<file path="src/sorted_median_engine_top_defines.svh">
// ----------------------------------------------------------------------------
// Sorted median engine: assertion macros
// Shared property shapes for the checks in the engine's RTL.
// ----------------------------------------------------------------------------
`ifndef SORTED_MEDIAN_ENGINE_TOP_DEFINES_SVH
`define SORTED_MEDIAN_ENGINE_TOP_DEFINES_SVH

// Same-cycle implication, checked on every rising edge outside reset.
`define SMED_ASSERT_NOW(label, clk, rst, ante, cons, msg) \
  label: assert property (@(posedge clk) disable iff (rst) (ante) |-> (cons)) \
    else $error(msg);

// Next-cycle implication, checked on every rising edge outside reset.
`define SMED_ASSERT_NEXT(label, clk, rst, ante, cons, msg) \
  label: assert property (@(posedge clk) disable iff (rst) (ante) |=> (cons)) \
    else $error(msg);

`endif

</file>
<file path="src/smed_pkg.sv">
// ----------------------------------------------------------------------------
// Sorted median engine package
// Word types, cell control and state encoding shared by the engine's modules.
// ----------------------------------------------------------------------------
`timescale 1ns / 1ps
`default_nettype none

package smed_pkg;

  // Field widths of the input and result words.
  localparam int SAMPLE_W = 16;
  localparam int MEDIAN_W = SAMPLE_W + 1;
  localparam int COUNT_W  = 7;

  // One input word: a Q8.8 sample and the last-of-set mark.
  typedef struct packed {
    logic signed [SAMPLE_W-1:0] sample;
    logic                       last_sample;
  } in_word_t;

  // One result word: the median in Q8.9, the kept count and the drop flag.
  typedef struct packed {
    logic signed [MEDIAN_W-1:0] median_value;
    logic [COUNT_W-1:0]         sample_count;
    logic                       overflowed;
  } out_word_t;

  // Control broadcast from the sequencer to every cell of the chain.
  typedef struct packed {
    logic                       insert;
    logic                       shift;
    logic signed [SAMPLE_W-1:0] sample;
  } cell_ctrl_t;

  // Sequencer states.
  typedef enum logic {
    ST_IDLE,
    ST_DRAIN
  } state_t;

endpackage

`default_nettype wire

</file>
<file path="src/smed_cell.sv">
// ----------------------------------------------------------------------------
// Sorted median engine: insertion cell
// Holds one sample of the ascending chain, makes room for a new sample by
// taking its left neighbor, and shifts toward cell zero while draining.
// ----------------------------------------------------------------------------
`timescale 1ns / 1ps
`default_nettype none

module smed_cell (
  input  wire logic                                 clk,
  input  wire smed_pkg::cell_ctrl_t                 ctrl,
  input  wire logic                                 occupied,
  input  wire logic                                 at_end,
  input  wire logic                                 prev_gt,
  input  wire logic signed [smed_pkg::SAMPLE_W-1:0] prev_value,
  input  wire logic signed [smed_pkg::SAMPLE_W-1:0] next_value,
  output logic                                      gt,
  output logic signed [smed_pkg::SAMPLE_W-1:0]      value
);
  import smed_pkg::*;

  logic signed [SAMPLE_W-1:0] value_next;

  // The held sample is greater than the incoming one; equal values stay put,
  // so a new sample lands after any equal samples already held.
  assign gt = occupied && (value > ctrl.sample);

  // Shift down while draining; on insert, move right or take the new sample.
  always_comb begin
    value_next = value;
    if (ctrl.shift) begin
      value_next = next_value;
    end else if (ctrl.insert) begin
      if (prev_gt) begin
        value_next = prev_value;
      end else if (gt || at_end) begin
        value_next = ctrl.sample;
      end
    end
  end

  always_ff @(posedge clk) begin
    value <= value_next;
  end

endmodule

`default_nettype wire

</file>
<file path="src/sorted_median_engine_top.sv">
// ----------------------------------------------------------------------------
// Sorted median engine
// Median of a set of Q8.8 samples, kept sorted in a chain of insertion cells.
// ----------------------------------------------------------------------------
// Usage:
//   An input word (data) is taken at a rising edge with start high and busy
//   low. Every kept sample goes into the chain in the same edge, so words that do
//   not close a set are taken one per cycle with no gap.
//   A word with last_sample set closes the set. The chain then shifts toward
//   cell zero until the middle sample(s) reach cells zero and one, and the
//   result word is then registered. It shows up with done high for exactly
//   one cycle; busy is high while the chain drains and the result is
//   registered, and low again in the cycle where done is high.
//   The median is given in Q8.9: twice the middle sample for an odd count,
//   the sum of the two middle samples for an even count. Samples that arrive
//   with the store full are dropped and the result reports overflowed.
//   The receiver cannot stall: done is a one-cycle strobe.
//   Synchronous reset empties the set and returns to idle; the cell contents
//   are not cleared, since only held cells are ever read.
//   MAX_SAMPLES ranges from 1 to 127, the reach of the count field.
// ----------------------------------------------------------------------------
`timescale 1ns / 1ps
`default_nettype none

`include "sorted_median_engine_top_defines.svh"

module sorted_median_engine_top #(
  parameter int MAX_SAMPLES = 64
) (
  input  wire logic                clk,
  input  wire logic                rst,
  input  wire logic                start,
  output logic                     busy,
  input  wire smed_pkg::in_word_t  data,
  output logic                     done,
  output smed_pkg::out_word_t      result
);
  import smed_pkg::*;

  localparam int CNT_W      = $clog2(MAX_SAMPLES + 1);
  localparam int SECOND_IDX = (MAX_SAMPLES > 1) ? 1 : 0;

  state_t state;
  state_t state_next;

  logic [CNT_W-1:0] held_count;
  logic [CNT_W-1:0] held_count_next;
  logic [CNT_W-1:0] set_count;
  logic [CNT_W-1:0] remaining;
  logic             overflow_seen;
  logic             set_overflow;
  logic             set_odd;

  logic             accept;
  logic             has_room;
  logic             shift_en;
  logic             finish;
  cell_ctrl_t       ctrl;
  out_word_t        result_next;

  logic signed [SAMPLE_W-1:0] cell_value [MAX_SAMPLES];
  logic [MAX_SAMPLES-1:0]     cell_gt;

  // Word handshake and room check.
  assign accept   = start && !busy;
  assign has_room = held_count < CNT_W'(MAX_SAMPLES);
  assign held_count_next = has_room ? CNT_W'(held_count + 1'b1) : held_count;

  // Next state.
  always_comb begin
    state_next = state;
    unique case (state)
      ST_IDLE: begin
        if (accept && data.last_sample) begin
          state_next = ST_DRAIN;
        end
      end
      ST_DRAIN: begin
        if (remaining == '0) begin
          state_next = ST_IDLE;
        end
      end
      default: state_next = ST_IDLE;
    endcase
  end

  // State outputs.
  always_comb begin
    busy     = 1'b0;
    shift_en = 1'b0;
    finish   = 1'b0;
    unique case (state)
      ST_IDLE: begin
        busy = 1'b0;
      end
      ST_DRAIN: begin
        busy     = 1'b1;
        shift_en = (remaining != '0);
        finish   = (remaining == '0);
      end
      default: begin
        busy = 1'b0;
      end
    endcase
  end

  // Control broadcast to the cells.
  always_comb begin
    ctrl.insert = accept && has_room;
    ctrl.shift  = shift_en;
    ctrl.sample = data.sample;
  end

  // The chain of insertion cells.
  for (genvar i = 0; i < MAX_SAMPLES; i++) begin : g_cell
    logic                       occupied;
    logic                       at_end;
    logic                       prev_gt;
    logic signed [SAMPLE_W-1:0] prev_value;
    logic signed [SAMPLE_W-1:0] next_value;

    assign occupied = CNT_W'(i) < held_count;
    assign at_end   = CNT_W'(i) == held_count;

    if (i == 0) begin : g_first
      assign prev_gt    = 1'b0;
      assign prev_value = cell_value[i];
    end else begin : g_inner
      assign prev_gt    = cell_gt[i-1];
      assign prev_value = cell_value[i-1];
    end

    if (i == MAX_SAMPLES - 1) begin : g_tail
      assign next_value = cell_value[i];
    end else begin : g_body
      assign next_value = cell_value[i+1];
    end

    smed_cell u_cell (
      .clk        (clk),
      .ctrl       (ctrl),
      .occupied   (occupied),
      .at_end     (at_end),
      .prev_gt    (prev_gt),
      .prev_value (prev_value),
      .next_value (next_value),
      .gt         (cell_gt[i]),
      .value      (cell_value[i])
    );
  end

  // Median from the head of the drained chain: cell zero, or cells zero and one.
  always_comb begin
    if (set_odd) begin
      result_next.median_value = {cell_value[0], 1'b0};
    end else begin
      result_next.median_value = {cell_value[0][SAMPLE_W-1], cell_value[0]}
                               + {cell_value[SECOND_IDX][SAMPLE_W-1],
                                  cell_value[SECOND_IDX]};
    end
    result_next.sample_count = COUNT_W'(set_count);
    result_next.overflowed   = set_overflow;
  end

  // Sequencer, set bookkeeping and result register.
  always_ff @(posedge clk) begin
    if (rst) begin
      state         <= ST_IDLE;
      held_count    <= '0;
      overflow_seen <= 1'b0;
      remaining     <= '0;
      done          <= 1'b0;
    end else begin
      state <= state_next;
      done  <= finish;
      if (accept) begin
        if (data.last_sample) begin
          held_count    <= '0;
          overflow_seen <= 1'b0;
          remaining     <= CNT_W'((held_count_next - 1'b1) >> 1);
        end else begin
          held_count    <= held_count_next;
          overflow_seen <= overflow_seen || !has_room;
        end
      end else if (shift_en) begin
        remaining <= CNT_W'(remaining - 1'b1);
      end
    end
  end

  // Closing-word capture and result payload.
  always_ff @(posedge clk) begin
    if (accept && data.last_sample) begin
      set_count    <= held_count_next;
      set_overflow <= overflow_seen || !has_room;
      set_odd      <= held_count_next[0];
    end
    if (finish) begin
      result <= result_next;
    end
  end

  // A result only follows a drain pass.
  `SMED_ASSERT_NOW(a_done_after_drain, clk, rst, done, $past(state) == ST_DRAIN,
    "result strobe without a preceding drain")
  // The store never holds more than its capacity.
  `SMED_ASSERT_NOW(a_count_in_range, clk, rst, 1'b1,
    held_count <= CNT_W'(MAX_SAMPLES), "held count beyond capacity")
  // Each drain shift brings the middle one cell closer.
  `SMED_ASSERT_NEXT(a_drain_steps, clk, rst, shift_en,
    remaining == CNT_W'($past(remaining) - 1'b1), "drain counter did not step")
  // A reported set is never empty.
  `SMED_ASSERT_NOW(a_count_nonzero, clk, rst, done, result.sample_count != '0,
    "result reports an empty set")

endmodule

`default_nettype wire

</file>
<file path="config.mk">
export PLATFORM = sky130hd
export DESIGN_NAME = sorted_median_engine_top
export DESIGN_NICKNAME = d
export VERILOG_FILES = /design/src/smed_pkg.sv /design/src/smed_cell.sv /design/src/sorted_median_engine_top.sv
export VERILOG_INCLUDE_DIRS = /design/src /design/src/src
export SDC_FILE = /design/constraint.sdc
export NUM_CORES = 2
export LEC_CHECK = 0
export BUFFER_PORTS_ARGS = -buffer_cell sky130_fd_sc_hd__buf_2
export CAP_MARGIN = 10
export CORE_MARGIN = 2
export CORE_UTILIZATION = 55
export CTS_BUF_LIST = sky130_fd_sc_hd__clkbuf_8 sky130_fd_sc_hd__clkbuf_16
export DETAILED_ROUTE_END_ITERATION = 12
export GPL_TIMING_DRIVEN = 0
export HOLD_SLACK_MARGIN = 0.08
export PLACE_DENSITY = 0.71
export SLEW_MARGIN = 20
export SYNTH_ARGS = -nofsm -noshare
export SYNTH_HDL_FRONTEND = slang
export SYNTH_SLANG_ARGS = --single-unit
</file>
<file path="constraint.sdc">
create_clock -name clk -period 17.6 [get_ports clk]
set_input_delay 2.64 -clock clk [delete_from_list [all_inputs] [get_ports clk]]
set_output_delay 2.64 -clock clk [all_outputs]
set_load 0.03 [all_outputs]
</file>
==> results_dict.tcl <==
set metrics [dict create \
    grt_pass1_vias 67000 \
    ant_nets 0 \
    die_area_um2 147000 \
    wirelength_um 319000 \
    clock_latency_ns 0.81 \
    synth_ff_type "edfxtp_1" \
    grt_max_degree 49 \
    fill_cells 11900 \
    fmax_ghz 0.141 \
    antenna_found_initial 21 \
    slew_viol_final 0 \
    dieWidth_um 384 \
    drive_above_1_share_pct 8.52 \
    clk_pin_slew_ns 0.06 \
    finalSetupViolations 0 \
    io_buffers 31 \
    synth_seq_area_share_pct 40.4 \
    clock_sinks 1074 \
    synth_seq_cells 1074 \
    critPathSlowestCell "nor2_2" \
    grt_pass1_wl_um 455000 \
    post_cts_buffers 0 \
    crit_fanout 36 \
    yosys.area.top_type "edfxtp_1" \
    drc 0 \
    coreArea_um2 143000 \
    yosysTopAreaCellShare_pct 40.0 \
    syn_area_um2 79300 \
    finalHoldViolations 0 \
    period_needed_ns 7.09 \
    grt_util_met3_pct 14.0 \
    yosysWarnings 0 \
    areaGrowthSynthToFinish_pct 10.9 \
    yosysMostFrequentCell "nand2_1" \
    outcome "completed" \
    multi_input_area_um2 44600 \
    crit_chain "clkbuf_2 > clkbuf_2 > inv_6 > buf_16 > ha_1 > nor2b_1 > o211ai_1 > a2111oi_0 > nor4_1 > mux2i_1 > buf_2 > a2111oi_0 > nor2_2" \
    grtUsageTotal_pct 42.3 \
    root_buffer "clkbuf_16" \
    drt_iter0_markers 10300 \
    finalNetCount 9127 \
    regArea_um2 32100 \
    grt_use_met2_pct 60.6 \
    synth_nets 8879 \
    overflow 0 \
    synth_cells 7827 \
    cp_num_buf_inv 5 \
    final_util_pct 61.3 \
    max_stage_delay_ns 0.81 \
    die_h_um 384 \
    cp_top_family "buffers and inverters" \
    rsz0062_at_grt "false" \
    clock_path_buffers 3 \
    initial_utilization_pct 55.3 \
    startpoint_type "input pin" \
    post_drt_wl_per_cell_um 31.6 \
    yosysUniqueCellTypes 97 \
    vias 70300 \
    cp.required_ns 18.02 \
    cts_resized 0 \
    cp-end-kind "register" \
    synth_edf_count 1057 \
    h-tree-depth 4 \
    fin_area_um2 88000 \
    critical_path_class "in -> reg" \
    tightest_slew_ns 1.32 \
    yosys-top-cells-count "nand2_1 (1198), edfxtp_1 (1057), ha_1 (1031), o21ai_1 (979), mux2i_1 (967)" \
    synth.avg_cell_area_um2 10.1 \
    finalCritPeriodShare_pct 40.3 \
    dp_hpwl_um 234000 \
    pwr_density_cell_nw_per_um2 82.3 \
    synthArstFlopShare_pct 0 \
    relSlewSlack_pct 12.0 \
    min_path_type "reg -> reg" \
    min_from "set_count[1]$_DFFE_PP_" \
    busiest_layer "met2" \
    vdd_drop_max_mv 0.0814 \
    fp-row-count 139 \
    cts_buffers 132 \
    cts_tree "done" \
    firstDrtPassIters 7 \
    io_pins 47 \
    cts_hold_buf 0 \
    fin_skew_ns 0.0328 \
    crit_start "data[2]" \
    place_congestion 1.00 \
    via_per_inst 6.97 \
    crit_arrival_ns 7.52 \
    r2r_start "remaining[0]$_SDFFE_PP0P_" \
    synth_area_leaders "edfxtp_1 (40%), ha_1 (16%), mux2i_1 (12%)" \
    tns_ns 0 \
    power_leakage_nw 35.8 \
    gr-usage-met1_pct 55.7 \
    drv_cap 0 \
    place_area_um2 83600 \
]
[sequential cells by signal, summed over array words and instances (netlist names)]
name and cells:
done 1, held_count 7, set_overflow 1, g_cell.u_cell.value 1024, remaining 7, result 25, state 1, overflow_seen 1
set_count 7
[where the power goes]
group | switching [mW] | leakage (nW) | internal [mW] | total, mW
clock | 1.19 | 2.22 | 1.60 | 2.79
combinational | 0.916 | 23.8 | 0.436 | 1.35
sequential | 0.111 | 9.72 | 2.98 | 3.09
[stage by stage]
| stage | hold slack, ns | total power [mW] | worst slack [ns] | instances |
|---|---|---|---|---|
| after floorplan | 0.400 | 3.91 | 10.28 | 7827 |
| after global placement | 0.415 | 4.34 | 5.60 | 9761 |
| after detailed placement | 0.405 | 4.43 | 9.95 | 9843 |
| after CTS | 0.426 | 7.16 | 10.77 | 10100 |
| after global routing | 0.441 | 7.41 | 10.56 | 10100 |
| final | 0.423 | 7.24 | 10.51 | 10100 |
[worst reg2reg max path: stages, from the launching register on]
cell and delay (ns):
dfxtp_1 0.39, inv_1 0.08, ha_1 0.26, nand2_1 0.18
o41a_1 0.18, clkbuf_2 0.55, buf_6 0.31, buf_6 0.29
buf_6 0.31, clkbuf_1 0.62, nor2_1 0.27, a21oi_2 0.80
[logic make-up after synthesis]
kind of cell             synth area share (%)
AO/OA/AOI/OAI                            15.3
AND/OR/NAND/NOR                          11.5
flip-flops                               40.4
adder cells (fa/ha/maj)                  16.3
multiplexers                             12.3
buffers and inverters                    3.94
XOR/XNOR                                0.240
[layout make-up]
type	count	area share, %
inverters	155	0.747
flip-flops and latches	1074	36.5
plain buffers	498	2.96
well taps	1903	2.71
repair buffers	114	1.56
diodes	13	0.0370
clock buffers	141	3.96
multi-input cells	6100	50.6
clock inverters	98	0.930
[metal layers]
metal,vias to the layer above,wire [um]
met5,-,147
met4,24,21300
met3,1105,44700
met2,5048,131000
met1,33900,122000
li1,30200,-
[worst paths after layout]
kind / endpoint / slack (ns) / depth (start not counted)
min reg2reg: result[2]$_DFFE_PP_ / 0.42 / 0
max reg2reg: g_cell[14].u_cell.value[14]$_DFFE_PP_ / 12.99 / 11
max: g_cell[44].u_cell.value[6]$_DFFE_PP_ / 10.51 / 13
min: result[2]$_DFFE_PP_ / 0.42 / 0
[placed cells by master (no fill, tap or decap), types with 21 or more instances in the layout]
master	netlist	layout
a31oi_1	63	22
a211oi_1	34	33
a21o_1	163	163
buf_6	30	89
a21oi_1	397	382
a31oi_2	0	40
o21a_1	27	27
clkbuf_1	276	232
nand2b_1	27	27
o211ai_1	79	79
clkbuf_16	0	137
inv_1	153	171
buf_2	105	135
nand4_1	173	173
clkinv_1	0	21
o21ai_0	117	116
nor2b_1	62	61
and3_1	36	36
o221ai_1	24	24
nor2_1	126	118
inv_6	0	23
ha_1	1031	1031
nor4_1	38	36
o21ai_1	979	980
buf_4	66	70
edfxtp_1	1057	1057
mux2i_1	967	967
nor3_1	51	48
clkbuf_2	0	44
nand2_1	1198	1198
and4_1	30	30
a221oi_1	22	22
nand3_1	144	144
No activity file was read; power rests on OpenSTA's default activity.
